`src/psd_pkg.sv`:
```
// ---------------------------------------------------------------------------
// psd_pkg
// Shared constants, register indexes and types of the point/segment block.
// ---------------------------------------------------------------------------
`timescale 1ns / 1ps
`default_nettype none

package psd_pkg;

    localparam int COORD_WIDTH_DEF = 16;
    localparam int DIST_W          = 36;
    localparam int CFG_IDX_W       = 3;

    localparam logic [CFG_IDX_W-1:0] REG_START_X = 3'd0;
    localparam logic [CFG_IDX_W-1:0] REG_START_Y = 3'd1;
    localparam logic [CFG_IDX_W-1:0] REG_START_Z = 3'd2;
    localparam logic [CFG_IDX_W-1:0] REG_END_X   = 3'd3;
    localparam logic [CFG_IDX_W-1:0] REG_END_Y   = 3'd4;
    localparam logic [CFG_IDX_W-1:0] REG_END_Z   = 3'd5;
    localparam logic [CFG_IDX_W-1:0] REG_RADIUS  = 3'd6;

    localparam logic [1:0] REGION_BEFORE = 2'd0;
    localparam logic [1:0] REGION_PAST   = 2'd1;
    localparam logic [1:0] REGION_ON     = 2'd2;

    typedef struct packed {
        logic       valid;
        logic [1:0] region;
    } psd_ctl_t;

endpackage

`default_nettype wire

```
`src/psd_div_stage.sv`:
```
// ---------------------------------------------------------------------------
// psd_div_stage
// One bit of floor(dot*dot/lab): shift-add multiply with running reduction.
// ---------------------------------------------------------------------------
`timescale 1ns / 1ps
`default_nettype none

module psd_div_stage #(
    parameter int U_W = 34,
    parameter int BIT = 0
) (
    input  wire logic              clk,
    input  wire logic              rst_n,
    input  wire logic              en,
    input  psd_pkg::psd_ctl_t      ctl_in,
    input  wire logic [U_W-1:0]    dot_in,
    input  wire logic [U_W-1:0]    lab_in,
    input  wire logic [U_W-1:0]    base_in,
    input  wire logic [U_W-1:0]    q_in,
    input  wire logic [U_W-1:0]    r_in,
    output psd_pkg::psd_ctl_t      ctl_out,
    output logic [U_W-1:0]         dot_out,
    output logic [U_W-1:0]         lab_out,
    output logic [U_W-1:0]         base_out,
    output logic [U_W-1:0]         q_out,
    output logic [U_W-1:0]         r_out
);

    psd_pkg::psd_ctl_t  ctl_reg;
    logic [U_W-1:0]     dot_reg;
    logic [U_W-1:0]     lab_reg;
    logic [U_W-1:0]     base_reg;
    logic [U_W-1:0]     q_reg;
    logic [U_W-1:0]     r_reg;
    logic [U_W-1:0]     q_next;
    logic [U_W-1:0]     r_next;

    logic [U_W+1:0]     lab_x;
    logic [U_W+1:0]     r1;
    logic [U_W+1:0]     r2;
    logic [U_W+1:0]     r3;
    logic               c1;
    logic               c2;

    // r < lab and dot <= lab, so 2r + dot < 3*lab: two reductions suffice
    always_comb
    begin
        lab_x  = (U_W+2)'(lab_in);
        r1     = {1'b0, r_in, 1'b0} + (dot_in[BIT] ? (U_W+2)'(dot_in) : '0);
        c1     = (r1 >= lab_x);
        r2     = c1 ? (r1 - lab_x) : r1;
        c2     = (r2 >= lab_x);
        r3     = c2 ? (r2 - lab_x) : r2;
        r_next = r3[U_W-1:0];
        q_next = {q_in[U_W-2:0], 1'b0} + U_W'({c1 & c2, c1 ^ c2});
    end

    always_ff @(posedge clk or negedge rst_n)
    begin
        if (!rst_n)
            ctl_reg <= '0;
        else if (en)
            ctl_reg <= ctl_in;
    end

    always_ff @(posedge clk)
    begin
        if (en)
        begin
            dot_reg  <= dot_in;
            lab_reg  <= lab_in;
            base_reg <= base_in;
            q_reg    <= q_next;
            r_reg    <= r_next;
        end
    end

    assign ctl_out  = ctl_reg;
    assign dot_out  = dot_reg;
    assign lab_out  = lab_reg;
    assign base_out = base_reg;
    assign q_out    = q_reg;
    assign r_out    = r_reg;

endmodule

`default_nettype wire

```
`config.mk`:
```
export PLATFORM = sky130hd
export DESIGN_NAME = psd_div_stage
export DESIGN_NICKNAME = d
export VERILOG_FILES = /design/src/psd_pkg.sv /design/src/psd_div_stage.sv
export SDC_FILE = /design/constraint.sdc
export NUM_CORES = 1
export LEC_CHECK = 0
export BUFFER_PORTS_ARGS = -buffer_cell sky130_fd_sc_hd__buf_2
export CAP_MARGIN = 0
export CORE_MARGIN = 5
export CORE_UTILIZATION = 58
export DETAILED_ROUTE_END_ITERATION = 8
export PLACE_DENSITY = 0.88
export SETUP_SLACK_MARGIN = 0.2
export SLEW_MARGIN = 20
export SYNTH_ARGS = -nofsm -noshare
export SYNTH_HDL_FRONTEND = slang
export SYNTH_SLANG_ARGS = --single-unit
```
`constraint.sdc`:
```
create_clock -name clk -period 2.4 [get_ports clk]
set_clock_uncertainty 0.2 [all_clocks]
set_input_delay 0.36 -clock clk [delete_from_list [all_inputs] [get_ports clk]]
set_output_delay 0.36 -clock clk [all_outputs]
set_load 0.005 [all_outputs]
```
==> run_results.csv, run 1 <==
group,metric,value,unit
cts,cts_made_buffers,17,
floorplan,start_util,58.4,%
synthesis,syn_inst,1114,
floorplan,die_y,155,µm
synthesis,synth_cell_types,74,
cts,cts.path.max_buffers,2,
grt,grt_max_degree,68,
cts,htree_levels,4,
placement,io_buffer_count,347,
synthesis,yosysTopAreaCell,"edfxtp_1",
placement,dp_hpwl,32.2,mm
placement,dp_slack,-7.63,ns
placement,placed_cells_incl_taps,2065,
grt,grt.overflow.total,90,
synthesis,synth.area.top_cells,"edfxtp_1, ha_1, xnor2_1",
cts,cts.sinks,173,
synthesis,ys_ff_latch,173,
sta,worstEpCategory,"sequential cell input",
status,haltStage,"global routing",
status,run_status,"aborted with a tool error",
synthesis,synth_edf_count,170,
synthesis,synth_seq_area_share,42.4,%
synthesis,syn_area_per_cell,11.0,µm²
synthesis,synth_area,0.0122,mm²
floorplan,rows,53,
placement,routabilityCongestion,0.961,
sta,worst_endpoint,"q_out[31]$_DFFE_PP_/D",
synthesis,async_reset_ff_share,1.73,%
status,stop_error,"[ERROR GRT-0232] Routing congestion too high. Check the congestion heatmap in the GUI.",
cts,cts_root_buffer,"clkbuf_16",
synthesis,synth_ff_type,"edfxtp_1",
synthesis,synth_warnings,0,
floorplan,ios,349,
floorplan,die_w,155,µm
placement,placedInstanceArea,0.0169,mm²
synthesis,synth_nets,1397,
grt,track_usage,74.8,%
synthesis,synth_top_area_share,41.8,%
routing by layer:
layer  GRT overflow  track usage, %
met1              1            71.6
met2             32            92.5
met3              3            58.4
met4             53            81.4
met5              1            25.3
cells by family after synthesis:
| kind of cell | synth area share, % |
|---|---|
| mux | 7.37 |
| buf+inv | 3.11 |
| simple gates | 12.2 |
| fa+ha+maj | 11.1 |
| xor+xnor | 8.68 |
| flops | 42.4 |
| compound gates | 15.0 |
stage by stage:
stage,setup TNS (ns),hold slack [ns]
after detailed placement,-478.80,-0.0348
after global placement,-449.19,-0.0460
after floorplan,-421.53,-0.136
after CTS,-410.79,0.0113
repair_timing:
item | in CTS
endpoints found under the setup margin | 68
pin swaps | 56
resized for setup | 109
cloned | 4
hold buffers | 103
buffers inserted | 33
hold endpoints to repair | 105
cells in the mapped netlist, drive strengths merged, types with 4 or more instances:
cell type / count
nand2: 69
a31oi: 5
a221oi: 4
nand4: 9
buf: 7
a211o: 4
and2: 42
mux2i: 10
nor2b: 13
nor3: 17
clkbuf: 10
xnor2: 78
and4: 4
o21ai: 54
mux2: 62
o31ai: 4
edfxtp: 170
or3: 4
a211oi: 11
a21o: 41
a2111oi: 4
xor2: 43
o21a: 10
inv: 65
ha: 104
nand3: 34
and3: 18
or2: 9
nor4: 4
o211ai: 4
a21boi: 7
nor2: 44
o21bai: 12
a21oi: 89
nand2b: 11
==> run 2: changes to the inputs <==
- CORE_UTILIZATION: 58 -> 40
- PLACE_DENSITY: 0.88 -> unset
- PLACE_DENSITY_LB_ADDON: unset -> 0.15
- SETUP_SLACK_MARGIN: 0.2 -> unset
==> run_results.csv, run 2 <==
group,metric,value,unit
cts,clock_latency,0.45,ns
power_and_ir_drop,p_sw,6.19,mW
synthesis,synth_xor_area_share,8.68,%
cells_and_area,fin_cells,2420,
drt,vias,12000,
synthesis,yosys-top-cells-count,"edfxtp_1, ha_1, a21oi_1",
worst_setup_path,worst-endpoint-required,2.40,ns
cells_and_area,nNetsFinal,2294,
placement,io_buffer_count,347,
worst_setup_path,end_kind,"flip-flop",
floorplan,rows,64,
power_and_ir_drop,powerDensity,895,mW/mm²
hold_path,min_path_type,"in2reg",
synthesis,synth_top_area_share,41.8,%
synthesis,syn_inst,1114,
synthesis,synth_simple_gate_area_share,12.2,%
grt,grt_pass1_vias,12300,
synthesis,synth_fa_ha_area_share,11.1,%
sta,worstMarginPinSlew,0.534,ns
cells_and_area,layout_commonest_cell,"buf_4",
placement,placed_cells_incl_taps,2224,
cts,tritoncts,"yes",
floorplan,ios,349,
synthesis,synth_warnings,0,
grt,grt.overflow.total,0,
sta,setup_tns,-418.86,ns
status,violations,"negative setup slack",
power_and_ir_drop,ir_drop,554,µV
synthesis,synth_compound_area_share,15.0,%
sta,layout_setup_ws,-6.65,ns
drt,wl_per_cell,16.8,µm
power_and_ir_drop,sw_frac_of_total,34.6,%
cts,cts.sinks,173,
worst_setup_path,path_max_fanout,7,
cts,cts_made_buffers,17,
floorplan,die_w,185,µm
drt,routed_via_density,4.98,
grt,grt_pass1_wl,60.6,mm
cells_and_area,final_cell_mix,"buf_4, buf_2, edfxtp_1, dlygate4sd3_1, ha_1",
synthesis,synth_ff_type,"edfxtp_1",
status,run_status,"complete, but fails checks",
worst_setup_path,crit_arrival,9.05,ns
sta,fin_crit_sh,377,%
power_and_ir_drop,p_int,11.7,mW
worst_setup_path,crit_path_top_delay_cell,"o41a_1",
synthesis,synthMuxAreaShare,7.37,%
power_and_ir_drop,p_leak,9.50,nW
cts,cts.clk_slew.worst_paths,0.07,ns
sta,max_freq,0.111,GHz
drt,wirelength,40.7,mm
cts,htree_levels,4,
drt,drt_iter0_markers,596,
synthesis,synth_nets,1397,
sta,relSlewSlack,64.4,%
placement,dp_slack,-7.39,ns
synthesis,ys_ff_latch,173,
sta,slew_violations,0,
power_and_ir_drop,share_seq_of_total_power,23.6,%
drt,ant_nets,0,
synthesis,synth_top_family_by_area,"compound AO/OA/AOI/OAI gates",
drt,dr.max_layer_used,"met5",
drt,wl_met2,20.5,mm
worst_setup_path,crit_type,"in2reg",
drt,drt-met1-wl,16.6,mm
placement,routabilityCongestion,0.917,
grt,track_usage,22.4,%
flow_run,cap_viol_max_count,0,
synthesis,yosysTopAreaCell,"edfxtp_1",
floorplan,core-area,0.0303,mm²
power_and_ir_drop,power_frac_clock,16.2,%
grt,grt_max_degree,56,
synthesis,async_reset_ff_share,1.73,%
cts,cts.path.max_buffers,2,
synthesis,synth_most_common_cell,"edfxtp_1",
floorplan,dieArea,0.0341,mm²
cells_and_area,drive_gt1_share,48.6,%
synthesis,synth.area.top_cells,"edfxtp_1, ha_1, xnor2_1",
synthesis,synth_cell_types,74,
placement,dp_hpwl,30.7,mm
floorplan,start_util,40.2,%
synthesis,syn_area_per_cell,11.0,µm²
drt,drc_errors,0,
floorplan,die_y,185,µm
grt,antenna_found_initial,2,
drt,wl_met3,2.54,mm
cells_and_area,area_growth_syn_to_layout,63.8,%
synthesis,synth_seq_area_share,42.4,%
sta,rsz0062_at_grt,"true",
power_and_ir_drop,comb_power_share,60.2,%
sta,period_minus_slack,9.05,ns
worst_setup_path,max_stage_delay,0.52,ns
cts,cts_root_buffer,"clkbuf_16",
synthesis,synth_edf_count,170,
synthesis,synth_area,0.0122,mm²
drt,drt_pass1_iterations,5,
sta,hold_viol_final,0,
worst_setup_path,worstSetupStartpointType,"input pin",
sta,setup_viol,68,
[run 2: repair_timing]
action / 4_1_cts / 5_1_grt
cloned: 1 / 4
setup endpoints to repair: 68 / 68
setup buffers: 34 / 22
gates resized for setup: 43 / 53
endpoints found under the hold margin: 108 / 0
pin swaps: 42 / 50
hold buffers: 106 / 0
[run 2: per-layer routing]
layer | up-vias | global-route usage, %
li1 | 5942 | -
met1 | 5692 | 26.7
met2 | 351 | 40.3
met3 | 55 | 4.68
met4 | 2 | 7.66
met5 | - | 0
[run 2: final timing paths]
kind / start / end / slack, ns / cells after the start
max: dot_in[0] / q_out[31] / -6.65 / 49
max in group asynchronous: rst_n / ctl_out[0] / 1.84 / 2
min: lab_in[0] / lab_out[0] / 0.03 / 2
max reg2reg: ctl_out[0] / ctl_out[0] / 1.43 / 1
min in group asynchronous: rst_n / ctl_out[1] / 0.05 / 2
min reg2reg: ctl_out[1] / ctl_out[1] / 0.31 / 1
[run 2: kinds of logic after synthesis]
group,after synthesis
and+or+nand+nor,285
xor gates and xnor gates,121
adders and majority gates,107
AOI/OAI and AO/OA,274
muxes,72
DFF,173
buffers and inverters,82
[run 2: power groups by stage]
stage	registers [mW]	logic [mW]	clock network, mW
final	4.22	10.8	2.90
after global routing	4.28	11.6	3.11
after CTS	4.23	10.0	2.99
after detailed placement	4.29	9.55	0
after global placement	4.28	9.45	0
after floorplan	4.36	5.48	0
[run 2: final cells by class]
class / count / area (µm²)
Timing Repair Buffer: 895 / 6300
Antenna cell: 1 / 2.50
Multi-Input combinational cell: 859 / 7160
Sequential cell: 173 / 5180
Fill cell: 2424 / 10400
Clock buffer: 17 / 425
Clock inverter: 14 / 181
Inverter: 65 / 244
Tap cell: 396 / 495
[run 2: stage by stage]
stage          cell area (µm²)  hold slack (ns)  power, mW  utilization (%)
2_1_floorplan            12400           -0.136       9.85                -
3_3_place_gp             17400          -0.0417       13.7             57.2
5_1_grt                  20000           0.0117       19.0             65.9
4_1_cts                  19500          0.00257       17.3             64.4
3_5_place_dp             17400          -0.0336       13.8             57.2
6_report                 20000           0.0292       17.9             65.9
[run 2: worst max-delay path: cells and delay by family]
family                   cells  cell delay (ns)
buffers and inverters        5             0.70
adder cells (fa/ha/maj)      6             1.56
AO/OA/AOI/OAI               18             3.93
AND/OR/NAND/NOR             17             2.06
multiplexers                 1             0.16
XOR/XNOR                     2             0.25
Note: power is estimated with default switching activity, not from simulation.
==> run 3: changes to the inputs <==
- SETUP_SLACK_MARGIN: unset -> 0.3
==> run_results.csv, run 3 (same netlist as run 2, synthesis figures left out) <==
group,metric,value,unit
status,run_status,"complete, but fails checks",
status,violations,"negative setup slack",
grt,grt_pass1_wl,60.6,mm
cts,clock_latency,0.45,ns
sta,max_freq,0.110,GHz
grt,grt_max_degree,56,
drt,drc_errors,0,
sta,worstMarginPinSlew,0.535,ns
worst_setup_path,r2r_setup_slack,1.43,ns
grt,grt_pass1_vias,12300,
worst_setup_path,crit_arrival,9.07,ns
sta,period_minus_slack,9.07,ns
sta,setup_viol,68,
sta,hold_viol_final,0,
floorplan,die_y,185,µm
sta,rsz0062_at_grt,"true",
sta,relSlewSlack,64.3,%
cts,cts_made_buffers,17,
placement,routabilityCongestion,0.917,
floorplan,rows,64,
placement,io_buffer_count,347,
worst_setup_path,max_stage_delay,0.53,ns
drt,drt_iter0_markers,601,
cells_and_area,layout_commonest_cell,"buf_4",
sta,slew_violations,0,
sta,worst_hold_slack,0.0277,ns
drt,wl_per_cell,16.8,µm
hold_path,min_path_type,"in2reg",
drt,drt-met1-wl,16.7,mm
grt,antenna_found_initial,2,
drt,vias,12100,
worst_setup_path,crit_path_top_delay_cell,"o41a_1",
cts,cts.clk_slew.worst_paths,0.07,ns
cells_and_area,final_cell_mix,"buf_4, buf_2, edfxtp_1, dlygate4sd3_1, ha_1",
floorplan,ios,349,
flow_run,cap_viol_max_count,0,
sta,fin_crit_sh,378,%
drt,wirelength,40.8,mm
cts,cts.sinks,173,
placement,dp_slack,-7.39,ns
cts,cts_root_buffer,"clkbuf_16",
floorplan,core-area,0.0303,mm²
drt,dr.max_layer_used,"met5",
power_and_ir_drop,p_leak,9.52,nW
cells_and_area,fin_util,66.0,%
drt,ant_nets,0,
drt,routed_via_density,4.98,
worst_setup_path,end_kind,"flip-flop",
sta,layout_setup_ws,-6.67,ns
worst_setup_path,worstSetupStartpointType,"input pin",
power_and_ir_drop,ir_drop,554,µV
grt,track_usage,22.4,%
cts,tritoncts,"yes",
power_and_ir_drop,power,17.9,mW
drt,wl_met2,20.6,mm
floorplan,start_util,40.2,%
worst_setup_path,worst-endpoint-required,2.40,ns
cts,cts.path.max_buffers,2,
drt,wl_met3,2.49,mm
cells_and_area,drive_gt1_share,48.7,%
placement,dp_hpwl,30.7,mm
worst_setup_path,crit_type,"in2reg",
cells_and_area,area_growth_syn_to_layout,64.1,%
worst_setup_path,path_max_fanout,7,
sta,setup_tns,-420.26,ns
floorplan,dieArea,0.0341,mm²
cells_and_area,nNetsFinal,2297,
drt,drt_pass1_iterations,5,
cts,htree_levels,4,
grt,grt.overflow.total,0,
power_and_ir_drop,powerDensity,895,mW/mm²
floorplan,die_w,185,µm
[run 3: worst max-delay path, delay by kind of cell]
family | cells | cell delay, ns
buf+inv | 5 | 0.70
compound gates | 18 | 3.94
simple gates | 17 | 2.07
xor+xnor | 2 | 0.25
fa+ha+maj | 6 | 1.55
mux | 1 | 0.16
[run 3: metal layers]
metal  vias to the layer above  GRT usage, %
li1                       5954             -
met1                      5705          26.7
met2                       361          40.3
met3                        55          4.68
met4                         2          7.66
met5                         -             0
[run 3: worst paths after layout]
check                      cells past startpoint    endpoint        from
max                                           49   q_out[31]   dot_in[0]
min                                            2  lab_out[0]   lab_in[0]
max in group asynchronous                      2  ctl_out[0]       rst_n
max reg2reg                                    1  ctl_out[0]  ctl_out[0]
min reg2reg                                    1  ctl_out[1]  ctl_out[1]
min in group asynchronous                      2  ctl_out[1]       rst_n
[run 3: report_power, final]
part / switching [mW] / internal (mW) / leakage (nW)
clock: 1.24 / 1.65 / 0.296
combinational: 4.83 / 5.98 / 7.53
sequential: 0.131 / 4.09 / 1.70
[run 3: area by class of cell]
class | instances | area [µm²]
well taps | 396 | 495
flip-flops and latches | 173 | 5180
diodes | 1 | 2.50
inverters | 65 | 244
clock inverters | 14 | 181
repair buffers | 898 | 6340
clock buffers | 17 | 425
fillers | 2408 | 10300
multi-input cells | 859 | 7170
[run 3: per-stage QoR]
step	cell area, µm²	std cells
6_report	20000	2423
5_1_grt	20000	2423
4_1_cts	19500	2396
3_5_place_dp	17400	2224
3_3_place_gp	17400	2224
2_1_floorplan	12400	1114
[run 3: what timing repair did]
item / in CTS / in global routing
pin swaps: 42 / 54
gates cloned: 1 / 4
gates resized for setup: 43 / 57
endpoints found under the hold margin: 108 / 0
hold buffers: 106 / 0
setup endpoints to repair: 68 / 68
buffers inserted: 34 / 22
